===== src/hw/rtl/mbwm_pkg.sv =====
`timescale 1ns / 1ps
package mbwm_pkg;

  localparam int TOTAL_W   = 32;
  localparam int CFG_IDX_W = 3;
  localparam int LVL_W     = 2;
  localparam int NUM_LVL   = 3;

  // Commands
  localparam logic [1:0] CMD_ALLOC     = 2'd0;
  localparam logic [1:0] CMD_FREE      = 2'd1;
  localparam logic [1:0] CMD_CHK_ALLOC = 2'd2;
  localparam logic [1:0] CMD_CHK_FREE  = 2'd3;

  // Watermark levels
  localparam logic [LVL_W-1:0] LVL_LOW  = 2'd0;
  localparam logic [LVL_W-1:0] LVL_MED  = 2'd1;
  localparam logic [LVL_W-1:0] LVL_HIGH = 2'd2;

  // Register indexes
  localparam logic [CFG_IDX_W-1:0] REG_LIMIT     = 3'd0;
  localparam logic [CFG_IDX_W-1:0] REG_HIGH_RISE = 3'd1;
  localparam logic [CFG_IDX_W-1:0] REG_HIGH_FALL = 3'd2;
  localparam logic [CFG_IDX_W-1:0] REG_MED_RISE  = 3'd3;
  localparam logic [CFG_IDX_W-1:0] REG_MED_FALL  = 3'd4;
  localparam logic [CFG_IDX_W-1:0] REG_LOW_RISE  = 3'd5;
  localparam logic [CFG_IDX_W-1:0] REG_LOW_FALL  = 3'd6;

  localparam logic [TOTAL_W-1:0] LIMIT_UNLIMITED = '1;

  typedef struct packed {
    logic [TOTAL_W-1:0] memory_limit;
    logic [TOTAL_W-1:0] high_rise;
    logic [TOTAL_W-1:0] high_fall;
    logic [TOTAL_W-1:0] med_rise;
    logic [TOTAL_W-1:0] med_fall;
    logic [TOTAL_W-1:0] low_rise;
    logic [TOTAL_W-1:0] low_fall;
  } cfg_t;

  typedef struct packed {
    logic               admitted;
    logic               event_valid;
    logic [LVL_W-1:0]   event_level;
    logic               event_rising;
    logic [TOTAL_W-1:0] current_total;
  } rsp_t;

endpackage


===== src/hw/rtl/mbwm_if.sv =====
`timescale 1ns / 1ps
// Request channel: one command per transaction
interface mbwm_req_if;
  import mbwm_pkg::*;
  logic               valid;
  logic               ready;
  logic [1:0]         command;
  logic [TOTAL_W-1:0] request_size;
  modport source (output valid, command, request_size, input ready);
  modport sink   (input valid, command, request_size, output ready);
endinterface

// Result channel: one result per request
interface mbwm_rsp_if;
  import mbwm_pkg::*;
  logic               valid;
  logic               ready;
  logic               admitted;
  logic               event_valid;
  logic [LVL_W-1:0]   event_level;
  logic               event_rising;
  logic [TOTAL_W-1:0] current_total;
  modport source (output valid, admitted, event_valid, event_level, event_rising,
                  current_total, input ready);
  modport sink   (input valid, admitted, event_valid, event_level, event_rising,
                  current_total, output ready);
endinterface

// Register write channel
interface mbwm_cfg_if;
  import mbwm_pkg::*;
  logic                 valid;
  logic                 ready;
  logic [CFG_IDX_W-1:0] index;
  logic [TOTAL_W-1:0]   data;
  modport source (output valid, index, data, input ready);
  modport sink   (input valid, index, data, output ready);
endinterface


===== src/hw/rtl/mbwm_cfg_regs.sv =====
`timescale 1ns / 1ps
module mbwm_cfg_regs
  import mbwm_pkg::*;
(
  input  logic            clk,
  input  logic            rst_n,
  mbwm_cfg_if.sink        cfg,
  output cfg_t            cfg_o
);

  cfg_t cfg_r;

  // Always take register writes
  assign cfg.ready = 1'b1;
  assign cfg_o     = cfg_r;

  always_ff @(posedge clk) begin
    if (!rst_n) begin
      cfg_r.memory_limit <= LIMIT_UNLIMITED;
      cfg_r.high_rise    <= '0;
      cfg_r.high_fall    <= '0;
      cfg_r.med_rise     <= '0;
      cfg_r.med_fall     <= '0;
      cfg_r.low_rise     <= '0;
      cfg_r.low_fall     <= '0;
    end else if (cfg.valid) begin
      case (cfg.index)
        REG_LIMIT:     cfg_r.memory_limit <= cfg.data;
        REG_HIGH_RISE: cfg_r.high_rise    <= cfg.data;
        REG_HIGH_FALL: cfg_r.high_fall    <= cfg.data;
        REG_MED_RISE:  cfg_r.med_rise     <= cfg.data;
        REG_MED_FALL:  cfg_r.med_fall     <= cfg.data;
        REG_LOW_RISE:  cfg_r.low_rise     <= cfg.data;
        REG_LOW_FALL:  cfg_r.low_fall     <= cfg.data;
        default: begin
        end
      endcase
    end
  end

endmodule


===== src/hw/rtl/mbwm_eval.sv =====
`timescale 1ns / 1ps
module mbwm_eval
  import mbwm_pkg::*;
(
  input  logic [1:0]         cmd,
  input  logic [TOTAL_W-1:0] size,
  input  logic [TOTAL_W-1:0] total,
  input  logic [NUM_LVL-1:0] flags,
  input  cfg_t               cfg,
  output logic [TOTAL_W-1:0] total_nxt,
  output logic [NUM_LVL-1:0] flags_nxt,
  output rsp_t               rsp
);

  logic [TOTAL_W:0] sum;
  logic             unlimited;
  logic             hit;
  logic [LVL_W-1:0] lvl;

  assign sum       = {1'b0, total} + {1'b0, size};
  assign unlimited = (cfg.memory_limit == LIMIT_UNLIMITED);

  always_comb begin
    total_nxt         = total;
    flags_nxt         = flags;
    hit               = 1'b0;
    lvl               = LVL_LOW;
    rsp.admitted      = 1'b0;
    rsp.event_rising  = 1'b0;
    case (cmd)
      CMD_ALLOC: begin
        // Admit within limit; saturate only reachable when unlimited
        if (unlimited || (sum <= {1'b0, cfg.memory_limit})) begin
          rsp.admitted = 1'b1;
          total_nxt    = sum[TOTAL_W] ? LIMIT_UNLIMITED : sum[TOTAL_W-1:0];
        end
      end
      CMD_FREE: begin
        total_nxt = (size >= total) ? '0 : total - size;
      end
      CMD_CHK_ALLOC: begin
        // Highest clear level whose rising threshold is exceeded
        if (!unlimited) begin
          if (total > cfg.high_rise && !flags[LVL_HIGH]) begin
            hit = 1'b1;
            lvl = LVL_HIGH;
          end else if (total > cfg.med_rise && !flags[LVL_MED]) begin
            hit = 1'b1;
            lvl = LVL_MED;
          end else if (total > cfg.low_rise && !flags[LVL_LOW]) begin
            hit = 1'b1;
            lvl = LVL_LOW;
          end
          if (hit) begin
            rsp.event_rising = 1'b1;
            case (lvl)
              LVL_HIGH: flags_nxt = 3'b111;
              LVL_MED:  flags_nxt = flags | 3'b011;
              default:  flags_nxt = flags | 3'b001;
            endcase
          end
        end
      end
      CMD_CHK_FREE: begin
        // Lowest set level whose falling threshold is undercut
        if (!unlimited) begin
          if (total < cfg.low_fall && flags[LVL_LOW]) begin
            hit = 1'b1;
            lvl = LVL_LOW;
          end else if (total < cfg.med_fall && flags[LVL_MED]) begin
            hit = 1'b1;
            lvl = LVL_MED;
          end else if (total < cfg.high_fall && flags[LVL_HIGH]) begin
            hit = 1'b1;
            lvl = LVL_HIGH;
          end
          if (hit) begin
            case (lvl)
              LVL_HIGH: flags_nxt = flags & 3'b011;
              LVL_MED:  flags_nxt = flags & 3'b001;
              default:  flags_nxt = 3'b000;
            endcase
          end
        end
      end
      default: begin
      end
    endcase
    rsp.event_valid   = hit;
    rsp.event_level   = lvl;
    rsp.current_total = total_nxt;
  end

endmodule


===== src/hw/rtl/memory_budget_watermark_monitor_unit.sv =====
`timescale 1ns / 1ps
// Memory budget watermark monitor.
// in_if  : request transactions (command, request_size); allocate, free,
//          check after alloc, check after free.
// out_if : one result transaction per request (admitted, event fields and
//          the byte total after the request), in request order.
// cfg_if : register writes (index, data); always ready. Write only while no
//          request is in flight; the block itself does not enforce it.
// Pipeline: a request accepted on in_if enters the request stage, then
// moves into the result register and is shown on out_if. One stage holds
// the request, the second holds the result.
// Throughput: one request per cycle while out_if is not stalled. The running total and level flags
// update in the cycle the request moves into the result register, so
// every request sees the state left by the one before it.
// Reset: total and level flags clear, limit reads all ones (unlimited),
// thresholds clear, both stages empty.
// Stall: while out_if.ready is low the result holds, the request stage
// fills and then in_if.ready drops; nothing is lost or repeated.
module memory_budget_watermark_monitor_unit
  import mbwm_pkg::*;
(
  input  logic      clk,
  input  logic      rst_n,
  mbwm_req_if.sink  in_if,
  mbwm_rsp_if.source out_if,
  mbwm_cfg_if.sink  cfg_if
);

  cfg_t               cfg;
  logic               in_v_r;
  logic [1:0]         cmd_r;
  logic [TOTAL_W-1:0] size_r;
  logic [TOTAL_W-1:0] total_r;
  logic [TOTAL_W-1:0] total_nxt;
  logic [NUM_LVL-1:0] flags_r;
  logic [NUM_LVL-1:0] flags_nxt;
  logic               out_v_r;
  rsp_t               rsp;
  rsp_t               rsp_r;
  logic               adv;
  logic               fire;
  logic               in_ready;

  mbwm_cfg_regs u_cfg (
    .clk   (clk),
    .rst_n (rst_n),
    .cfg   (cfg_if),
    .cfg_o (cfg)
  );

  mbwm_eval u_eval (
    .cmd       (cmd_r),
    .size      (size_r),
    .total     (total_r),
    .flags     (flags_r),
    .cfg       (cfg),
    .total_nxt (total_nxt),
    .flags_nxt (flags_nxt),
    .rsp       (rsp)
  );

  // Handshake: result register frees up, request stage follows
  assign adv      = !out_v_r || out_if.ready;
  assign fire     = in_v_r && adv;
  assign in_ready = !in_v_r || adv;
  assign in_if.ready = in_ready;

  // Request stage
  always_ff @(posedge clk) begin
    if (!rst_n) begin
      in_v_r <= 1'b0;
    end else if (in_ready) begin
      in_v_r <= in_if.valid;
    end
  end

  always_ff @(posedge clk) begin
    if (in_if.valid && in_ready) begin
      cmd_r  <= in_if.command;
      size_r <= in_if.request_size;
    end
  end

  // Running state advances once per request
  always_ff @(posedge clk) begin
    if (!rst_n) begin
      total_r <= '0;
      flags_r <= '0;
    end else if (fire) begin
      total_r <= total_nxt;
      flags_r <= flags_nxt;
    end
  end

  // Result register
  always_ff @(posedge clk) begin
    if (!rst_n) begin
      out_v_r <= 1'b0;
    end else if (adv) begin
      out_v_r <= in_v_r;
    end
  end

  always_ff @(posedge clk) begin
    if (fire) begin
      rsp_r <= rsp;
    end
  end

  assign out_if.valid         = out_v_r;
  assign out_if.admitted      = rsp_r.admitted;
  assign out_if.event_valid   = rsp_r.event_valid;
  assign out_if.event_level   = rsp_r.event_level;
  assign out_if.event_rising  = rsp_r.event_rising;
  assign out_if.current_total = rsp_r.current_total;

endmodule


===== src/flat_wrapper.sv =====
// flat-port wrapper written by rule: the top's interface ports become plain ports
module memory_budget_watermark_monitor_unit_flat import mbwm_pkg::*;
  (clk, rst_n, in_if_valid, in_if_command, in_if_request_size, in_if_ready, out_if_valid, out_if_admitted, out_if_event_valid, out_if_event_level, out_if_event_rising, out_if_current_total, out_if_ready, cfg_if_valid, cfg_if_index, cfg_if_data, cfg_if_ready);
  mbwm_req_if in_if_i ();
  mbwm_rsp_if out_if_i ();
  mbwm_cfg_if cfg_if_i ();
  input  logic clk;
  input  logic rst_n;
  input wire logic [$bits(in_if_i.valid)-1:0] in_if_valid;
  input wire logic [$bits(in_if_i.command)-1:0] in_if_command;
  input wire logic [$bits(in_if_i.request_size)-1:0] in_if_request_size;
  output wire logic [$bits(in_if_i.ready)-1:0] in_if_ready;
  output wire logic [$bits(out_if_i.valid)-1:0] out_if_valid;
  output wire logic [$bits(out_if_i.admitted)-1:0] out_if_admitted;
  output wire logic [$bits(out_if_i.event_valid)-1:0] out_if_event_valid;
  output wire logic [$bits(out_if_i.event_level)-1:0] out_if_event_level;
  output wire logic [$bits(out_if_i.event_rising)-1:0] out_if_event_rising;
  output wire logic [$bits(out_if_i.current_total)-1:0] out_if_current_total;
  input wire logic [$bits(out_if_i.ready)-1:0] out_if_ready;
  input wire logic [$bits(cfg_if_i.valid)-1:0] cfg_if_valid;
  input wire logic [$bits(cfg_if_i.index)-1:0] cfg_if_index;
  input wire logic [$bits(cfg_if_i.data)-1:0] cfg_if_data;
  output wire logic [$bits(cfg_if_i.ready)-1:0] cfg_if_ready;
  assign in_if_i.valid = in_if_valid;
  assign in_if_i.command = in_if_command;
  assign in_if_i.request_size = in_if_request_size;
  assign in_if_ready = in_if_i.ready;
  assign out_if_valid = out_if_i.valid;
  assign out_if_admitted = out_if_i.admitted;
  assign out_if_event_valid = out_if_i.event_valid;
  assign out_if_event_level = out_if_i.event_level;
  assign out_if_event_rising = out_if_i.event_rising;
  assign out_if_current_total = out_if_i.current_total;
  assign out_if_i.ready = out_if_ready;
  assign cfg_if_i.valid = cfg_if_valid;
  assign cfg_if_i.index = cfg_if_index;
  assign cfg_if_i.data = cfg_if_data;
  assign cfg_if_ready = cfg_if_i.ready;
  memory_budget_watermark_monitor_unit u_core (.clk(clk), .rst_n(rst_n), .in_if(in_if_i), .out_if(out_if_i), .cfg_if(cfg_if_i));
endmodule

===== config.mk =====
export PLATFORM = sky130hd
export DESIGN_NAME = memory_budget_watermark_monitor_unit_flat
export DESIGN_NICKNAME = d
export VERILOG_FILES = /design/src/hw/rtl/mbwm_pkg.sv /design/src/hw/rtl/mbwm_if.sv /design/src/hw/rtl/mbwm_cfg_regs.sv /design/src/hw/rtl/mbwm_eval.sv /design/src/hw/rtl/memory_budget_watermark_monitor_unit.sv /design/src/flat_wrapper.sv
export SDC_FILE = /design/constraint.sdc
export NUM_CORES = 1
export LEC_CHECK = 0
export ABC_AREA = 0
export BUFFER_PORTS_ARGS = -buffer_cell sky130_fd_sc_hd__clkbuf_2
export CAP_MARGIN = 20
export CELL_PAD_IN_SITES_DETAIL_PLACEMENT = 1
export CELL_PAD_IN_SITES_GLOBAL_PLACEMENT = 1
export CORE_ASPECT_RATIO = 0.75
export CORE_MARGIN = 3
export CORE_UTILIZATION = 45
export CTS_CLUSTER_DIAMETER = 80
export DETAILED_ROUTE_END_ITERATION = 8
export MAX_ROUTING_LAYER = met4
export PLACE_DENSITY_LB_ADDON = 0.2
export SLEW_MARGIN = 20
export SYNTH_ARGS = -nofsm -noshare
export SYNTH_HDL_FRONTEND = slang
export SYNTH_SLANG_ARGS = --single-unit

===== constraint.sdc =====
create_clock -name clk -period 9.44 [get_ports clk]
set_input_delay 1.888 -clock clk [delete_from_list [all_inputs] [get_ports clk]]
set_output_delay 1.888 -clock clk [all_outputs]
set_load 0.03 [all_outputs]

==> results of run 1 <==
[flip-flops by register name, summed over array words and instances, names as in the netlist]
register and count:
u_core.flags_r 3, u_core.out_if.event_valid 1, u_core.cmd_r 2, u_core.out_if.valid 1, u_core.out_if.current_total 32, u_core.out_if.admitted 1, u_core.out_if.event_level 2, u_core.out_if.event_rising 1
u_core.total_r 32, u_core.size_r 32, u_core.u_cfg.cfg_o 224, u_core.in_v_r 1
[cell usage in the layout, fill, tap and decap left out, drive strengths merged, types with 25 or more instances in the layout]
cell type,n
nand2,529
a21oi,340
inv,305
ha,285
dfxtp,261
clkbuf,170
o21ai,105
nor2,101
edfxtp,71
a21o,64
nand4,63
o211ai,47
xnor2,42
a31oi,30
buf,27
o21a,25
nor2b,25
[per-stage QoR]
step / total power [mW] / worst slack, ps / std cells / util / instance area (µm²)
finish: 4.13 / 2760 / 3417 / 0.513 / 24000
global route: 4.31 / 2340 / 3417 / 0.513 / 24000
CTS: 4.14 / 2940 / 3416 / 0.513 / 24000
detailed placement: 2.57 / 3020 / 3347 / 0.485 / 22700
global placement: 2.52 / 3200 / 3347 / 0.485 / 22700
floorplan: 2.22 / 4390 / 2700 / - / 21600
[synthesized netlist by cell type, types with 28 or more instances]
| cell type | instances | share of area |
|---|---|---|
| dfxtp_1 | 261 | 0.24 |
| nand2_1 | 529 | 0.092 |
| inv_1 | 300 | 0.052 |
| xnor2_1 | 42 | 0.017 |
| clkbuf_1 | 96 | 0.017 |
| edfxtp_1 | 71 | 0.099 |
| nor2_1 | 100 | 0.017 |
| o21ai_0 | 103 | 0.024 |
| a31oi_1 | 28 | 0.0081 |
| o211ai_1 | 47 | 0.016 |
| nand4_1 | 63 | 0.018 |
| ha_1 | 285 | 0.17 |
| a21oi_1 | 338 | 0.078 |
| a21o_1 | 64 | 0.022 |
[layout make-up]
class,count,area (µm²),share of cell area
multi-input cells,1940,12600,0.525
flip-flops and latches,332,7360,0.307
clock buffers,58,1220,0.0510
inverters,306,1150,0.0481
well taps,630,788,0.0329
repair buffers,139,776,0.0324
clock inverters,11,85.1,0.00355
diodes,1,2.50,0.000104
[metal layers]
metal,global-route usage,vias to the layer above,wire length [µm]
met5,-,-,0
met4,0.0935,0,2200
met1,0.420,10200,36500
li1,-,9488,-
met3,0.0504,133,4570
met2,0.509,557,36400
[tightest hold or removal path, stage by stage (launching register included)]
cell and delay (ps):
dfxtp_1 310, nand2_1 50, a21oi_1 50
[power by group]
group | internal (mW) | switching, mW | leakage (nW) | total [mW]
Sequential | 1.51 | 0.0626 | 2.81 | 1.57
Clock | 0.922 | 0.645 | 0.649 | 1.57
Combinational | 0.342 | 0.649 | 6.47 | 0.991
[worst paths after layout]
path	to	slack (ps)	cells past startpoint
setup reg to reg	u_core.total_r[1]$_SDFFE_PN0P_	2760	18
hold / removal	u_core.u_cfg.cfg_o[15]$_SDFFE_PN0P_	450	2
hold reg to reg	u_core.u_cfg.cfg_o[15]$_SDFFE_PN0P_	450	2
setup / recovery	u_core.total_r[1]$_SDFFE_PN0P_	2760	18
[logic make-up after synthesis]
family                     Yosys count  synth area share
adders and majority gates          287             0.167
DFF                                332             0.341
xor gates and xnor gates            50            0.0203
muxes                                2          0.000928
buffers and inverters              428            0.0771
and+or+nand+nor                    840             0.171
AOI/OAI and AO/OA                  760             0.222
other                                1          0.000174
==> run summary, run 1 <==
Status -> finished clean
Yosys warning total -> 0
Post-Synthesis Cell Area -> 21,600 µm²
Pre-Repair DR Iteration Count -> 5
Startpoint types -> flip-flop
Vias in the first global route -> 20,900
Slew Limit Fails -> 0
Synthesis-stage register bit count -> 332
CTS tree -> yes
Final worst-path cycle share -> 0.708
DR vias/cell -> 5.96
Max-Cap Viols -> 0
Pin count of the biggest net entering global routing -> 197
Clock Path Buffers -> 3
CTS-repair resized insts -> 0
Setup CP Type -> flip-flop to flip-flop
CTS Hold Bufs -> 0
CP max FO -> 23
Wire per inst -> 23.3 µm
Initial antenna violation count -> 3
Core area -> 46,700 µm²
Post-Syn Nets -> 3,061
Initial DRC count -> 1,467
Root Buffer -> clkbuf_16
CTS buffer count -> 39
Synth-to-layout area growth -> 11.1%
Asr flop ratio synth -> 0
DPL Wire Length -> 58,200 µm
Starting density of the core -> 0.462
Avg Inst Size Synth -> 7.99 µm²
Chip Height -> 196 µm
CP cell instances -> ha_1 > o21bai_1 > o211ai_1 > nand3_1 > a21oi_2 > o211ai_1 > a21boi_0 > xnor2_1 > ha_1 > nand4_1 > nor4_1 > o311ai_0 > nand4_1 > and3b_1 > a211o_1 > o21ai_0 > a31oi_1 > o21a_1
Hold slack -> 454 ps
Slowest CP cell -> a211o_1
ANT nets after route -> 0
Fillers -> 5,706
Final Setup Violations -> 0
Crit path from -> u_core.total_r[2]$_SDFFE_PN0P_
Worst-path clk slew -> 60 ps
Final min period -> 6680 ps
Synth cell types -> 85
Fin. Hold Viols -> 0
Placer Congestion -> 0.979
Data arrival, critical path -> 7190 ps
CTS Sinks -> 332
Vias -> 20,400
Total gr overflow -> 0
Hold Startpoint -> u_core.u_cfg.cfg_o[15]$_SDFFE_PN0P_
Skew-Pair Late Insertion Delay -> 570 ps
CP max stage delay -> 840 ps
Top Ports -> 114
Top_reg_cell synth -> dfxtp_1
Leakage -> 9.92 nW
Crit path max-delay family -> compound AO/OA/AOI/OAI gates
FP Rows -> 68
IR drop worst, VDD -> 0.110 mV
Nets -> 3,119
Sequential share of the synthesized area -> 0.341
Worst-Margin Slew -> 1140 ps
Remaining DRCs -> 0
Post-CTS Setup Bufs -> 0
Worst EP required -> 9950 ps
Buffers plus inverters on the worst setup path -> 0
First-pass GRT wire length -> 122,000 µm
Relative slew slack -> 0.240
Critical register-to-register path startpoint -> u_core.total_r[2]$_SDFFE_PN0P_
Critical Path Sink Type -> flip-flop
Total track usage -> 0.319
Die width -> 259 µm
Layout cell share with drive strength beyond 1 -> 0.0897
Fmax achieved -> 150 MHz
Hold WC Path Type -> flip-flop to flip-flop
Pwr per Cell Area -> 172 nW/µm²
H-tree depth -> 2
Unrepaired setup endpoints after global routing -> no
Die area -> 50,600 µm²
Clk_skew -> 17.8 ps
EDFF count, synth -> 71
Post-Synthesis Cells -> 2,700
WL final -> 79,700 µm
PortBufs -> 112
Setup_tns -> 0 ps
Power figures use the tool's default switching activity.
==> run 2: changes to the inputs <==
ABC_AREA = 1   (was 0)
clock period = 7 ns   (was 9.44 ns; I/O delays follow)
==> run 2 against run 1 <==
Register-to-register slack got worse by 1300 ps. Core utilization decreased by 0.32 points. Sequential power increased by 36%. Via count increased by 5.1%. Routed wire length increased by 3.3%. Power increased by 41%. Non-clock buffer count decreased by 1. Critical endpoint is now u_core.out_if.current_total[28]$_DFFE_PP_. Maximum frequency increased by 20%. Clock power increased by 36%. Synthesized cell count increased by 11%. Global-route usage increased by 0.87 points. Highest routed layer unchanged. First-iteration DRC count increased by 17%. Largest power group unchanged.
==> run summary, run 2 <==
Status -> finished clean
Clk_skew -> 13.2 ps
Synthesis-stage register bit count -> 332
Reg power frac -> 0.368
FP Rows -> 69
Skew-Pair Late Insertion Delay -> 570 ps
Core area -> 47,700 µm²
IR drop worst, VDD -> 0.174 mV
Synth Area in Compound Gates -> 0.198
Vias in the first global route -> 21,500
Pin count of the biggest net entering global routing -> 100
Post-Syn Nets -> 3,364
Synth top area share -> 0.239
Pre-Repair DR Iteration Count -> 6
Largest family of logic cells by synthesized area -> compound AO/OA/AOI/OAI gates
ANT nets after route -> 0
Worst-Margin Slew -> 1000 ps
Final Setup Violations -> 0
Sw power -> 2.04 mW
Cell taking the most area after synthesis -> dfxtp_1
Initial DRC count -> 1,718
Top cells by area in the synthesized netlist -> dfxtp_1, ha_1, edfxtp_1, a21oi_1, nand2_1
Setup_tns -> 0 ps
Synth-to-layout area growth -> 11.2%
CTS-repair resized insts -> 0
Clock Path Buffers -> 3
Setup CP Type -> flip-flop to flip-flop
Top_reg_cell synth -> dfxtp_1
Asr flop ratio synth -> 0
Final std cells w/o fill -> 3,743
Area post-placement -> 23,000 µm²
Total gr overflow -> 0
Top Ports -> 114
# diodes -> 0
Top-count cell post-synth -> nand2_1
Sequential share of the synthesized area -> 0.336
Wire per inst -> 22.0 µm
Fillers -> 6,096
DPL Wire Length -> 62,000 µm
Max-Cap Viols -> 0
Final worst-path cycle share -> 0.796
Hold slack -> 458 ps
Final instance area -> 24,300 µm²
Avg Inst Size Synth -> 7.29 µm²
Most common library cells after synthesis -> nand2_1, inv_1, a21oi_1
Post-Synthesis Cells -> 3,003
Slew Limit Fails -> 0
Most common cell after layout, fill and taps aside -> nand2_1
Synth Area in Adders -> 0.165
Mux contribution to synthesized area -> 0
H-tree depth -> 2
First-pass GRT wire length -> 126,000 µm
CTS buffer count -> 38
Largest register FFs -> 224
Clock power frac -> 0.369
Fmax achieved -> 179 MHz
Post-Synth Simple-Gate Area -> 0.177
Startpoint types -> flip-flop
Worst EP required -> 7310 ps
Post-Synth XOR/XNOR Area -> 0.0164
Critical Path Sink Type -> flip-flop
EDFF count, synth -> 71
Unrepaired setup endpoints after global routing -> no
Pwr per Cell Area -> 239 nW/µm²
Placer Congestion -> 1.00
CTS Sinks -> 332
Die width -> 261 µm
Fin. Hold Viols -> 0
Remaining DRCs -> 0
Post-Synthesis Cell Area -> 21,900 µm²
Total track usage -> 0.328
# placed instances -> 3,674
PortBufs -> 112
Root Buffer -> clkbuf_16
Layout cell share with drive strength beyond 1 -> 0.0754
Area occupied by multi-input gates -> 12,200 µm²
Relative slew slack -> 0.330
Synth cell types -> 55
Yosys warning total -> 0
CTS tree -> yes
Chip Height -> 197 µm
Vias -> 21,400
Data arrival, critical path -> 5890 ps
Combinational power share -> 0.263
Die area -> 51,400 µm²
Nets -> 3,437
Initial antenna violation count -> 0
Post-CTS Setup Bufs -> 0
WL final -> 82,300 µm
Sw frac -> 0.352
Power Internal -> 3.76 mW
DR vias/cell -> 5.72
CTS Hold Bufs -> 0
Starting density of the core -> 0.459
Final min period -> 5580 ps
Register area -> 7360 µm²
Worst-path clk slew -> 60 ps
CP max FO -> 33
Hold WC Path Type -> flip-flop to flip-flop
Leakage -> 11.4 nW
Most frequent cells in the layout -> nand2_1, inv_1, a21oi_1, ha_1, o21ai_0
-- run 2: changes by cell type after synthesis, moves of 19 or more --
| cell | delta |
|---|---|
| nand4_1 | -27 |
| a21o_1 | -55 |
| nor2_1 | +100 |
| a21oi_1 | +59 |
| nor2b_1 | -24 |
| a31oi_1 | -19 |
| inv_1 | +186 |
| xor2_1 | +31 |
| xnor2_1 | -40 |
| o21ai_0 | +181 |
| nand2_1 | -40 |
| nand3_1 | +114 |
-- run 2: metrics by stage --
step / power (mW) / setup slack, ps / utilization
5_1_grt: 6.09 / 1130 / 0.510
2_1_floorplan: 3.11 / 3090 / -
6_report: 5.81 / 1420 / 0.510
3_5_place_dp: 3.66 / 1630 / 0.482
4_1_cts: 5.81 / 1560 / 0.509
3_3_place_gp: 3.60 / 1910 / 0.482
-- run 2: worst paths after layout --
check	start	to	slack, ps	depth (start not counted)
setup / recovery	u_core.total_r[1]$_SDFFE_PN0P_	u_core.out_if.current_total[28]$_DFFE_PP_	1420	24
hold / removal	u_core.u_cfg.cfg_o[102]$_SDFFE_PN0P_	u_core.u_cfg.cfg_o[102]$_SDFFE_PN0P_	460	2
hold reg to reg	u_core.u_cfg.cfg_o[102]$_SDFFE_PN0P_	u_core.u_cfg.cfg_o[102]$_SDFFE_PN0P_	460	2
setup reg to reg	u_core.total_r[1]$_SDFFE_PN0P_	u_core.out_if.current_total[28]$_DFFE_PP_	1420	24
-- run 2: kinds of logic (layout without fill, tap and decap cells) --
| group | Yosys count | in the layout |
|---|---|---|
| AOI/OAI and AO/OA | 808 | 808 |
| xor gates and xnor gates | 41 | 41 |
| adders and majority gates | 287 | 287 |
| buffers and inverters | 611 | 712 |
| DFF | 332 | 332 |
| other | 1 | 1 |
| and+or+nand+nor | 923 | 923 |
-- run 2: metal layers --
layer / track usage / vias up / share of wire
met2: 0.497 / 619 / 0.44
met5: - / - / 0
li1: - / 10100 / -
met4: 0.0673 / 0 / 0.018
met1: 0.469 / 10600 / 0.48
met3: 0.0436 / 101 / 0.066
-- run 2: power groups by stage --
stage	Combinational [mW]	Clock, mW	Sequential [mW]
4_1_cts	1.50	2.17	2.14
3_3_place_gp	1.42	0	2.18
5_1_grt	1.69	2.25	2.15
6_report	1.53	2.14	2.14
3_5_place_dp	1.48	0	2.18
2_1_floorplan	0.932	0	2.18
-- run 2: cell type report --
class	count	share of cell area
inverters	506	0.0782
repair buffers	138	0.0320
clock buffers	54	0.0453
multi-input cells	2060	0.501
well taps	639	0.0328
flip-flops and latches	332	0.302
clock inverters	14	0.00822
-- run 2: worst max-delay path, stage by stage (launching register included) --
cell and delay (ps):
dfxtp_1 670, inv_1 210, fa_1 510, o21ai_2 220, a21oi_1 160, o21ai_0 610
nand2_1 100, nand2_1 150, nand2_1 110, nand2_1 70, nand2_1 50, nand2_1 90
inv_1 60, ha_1 290, nand2_1 90, nor4_1 320, nand3_1 160, nor3_2 310
nor2_4 110, nand2_4 390, inv_6 230, nand2_1 130, nand2_1 70, nand2_1 90
nand2_1 60
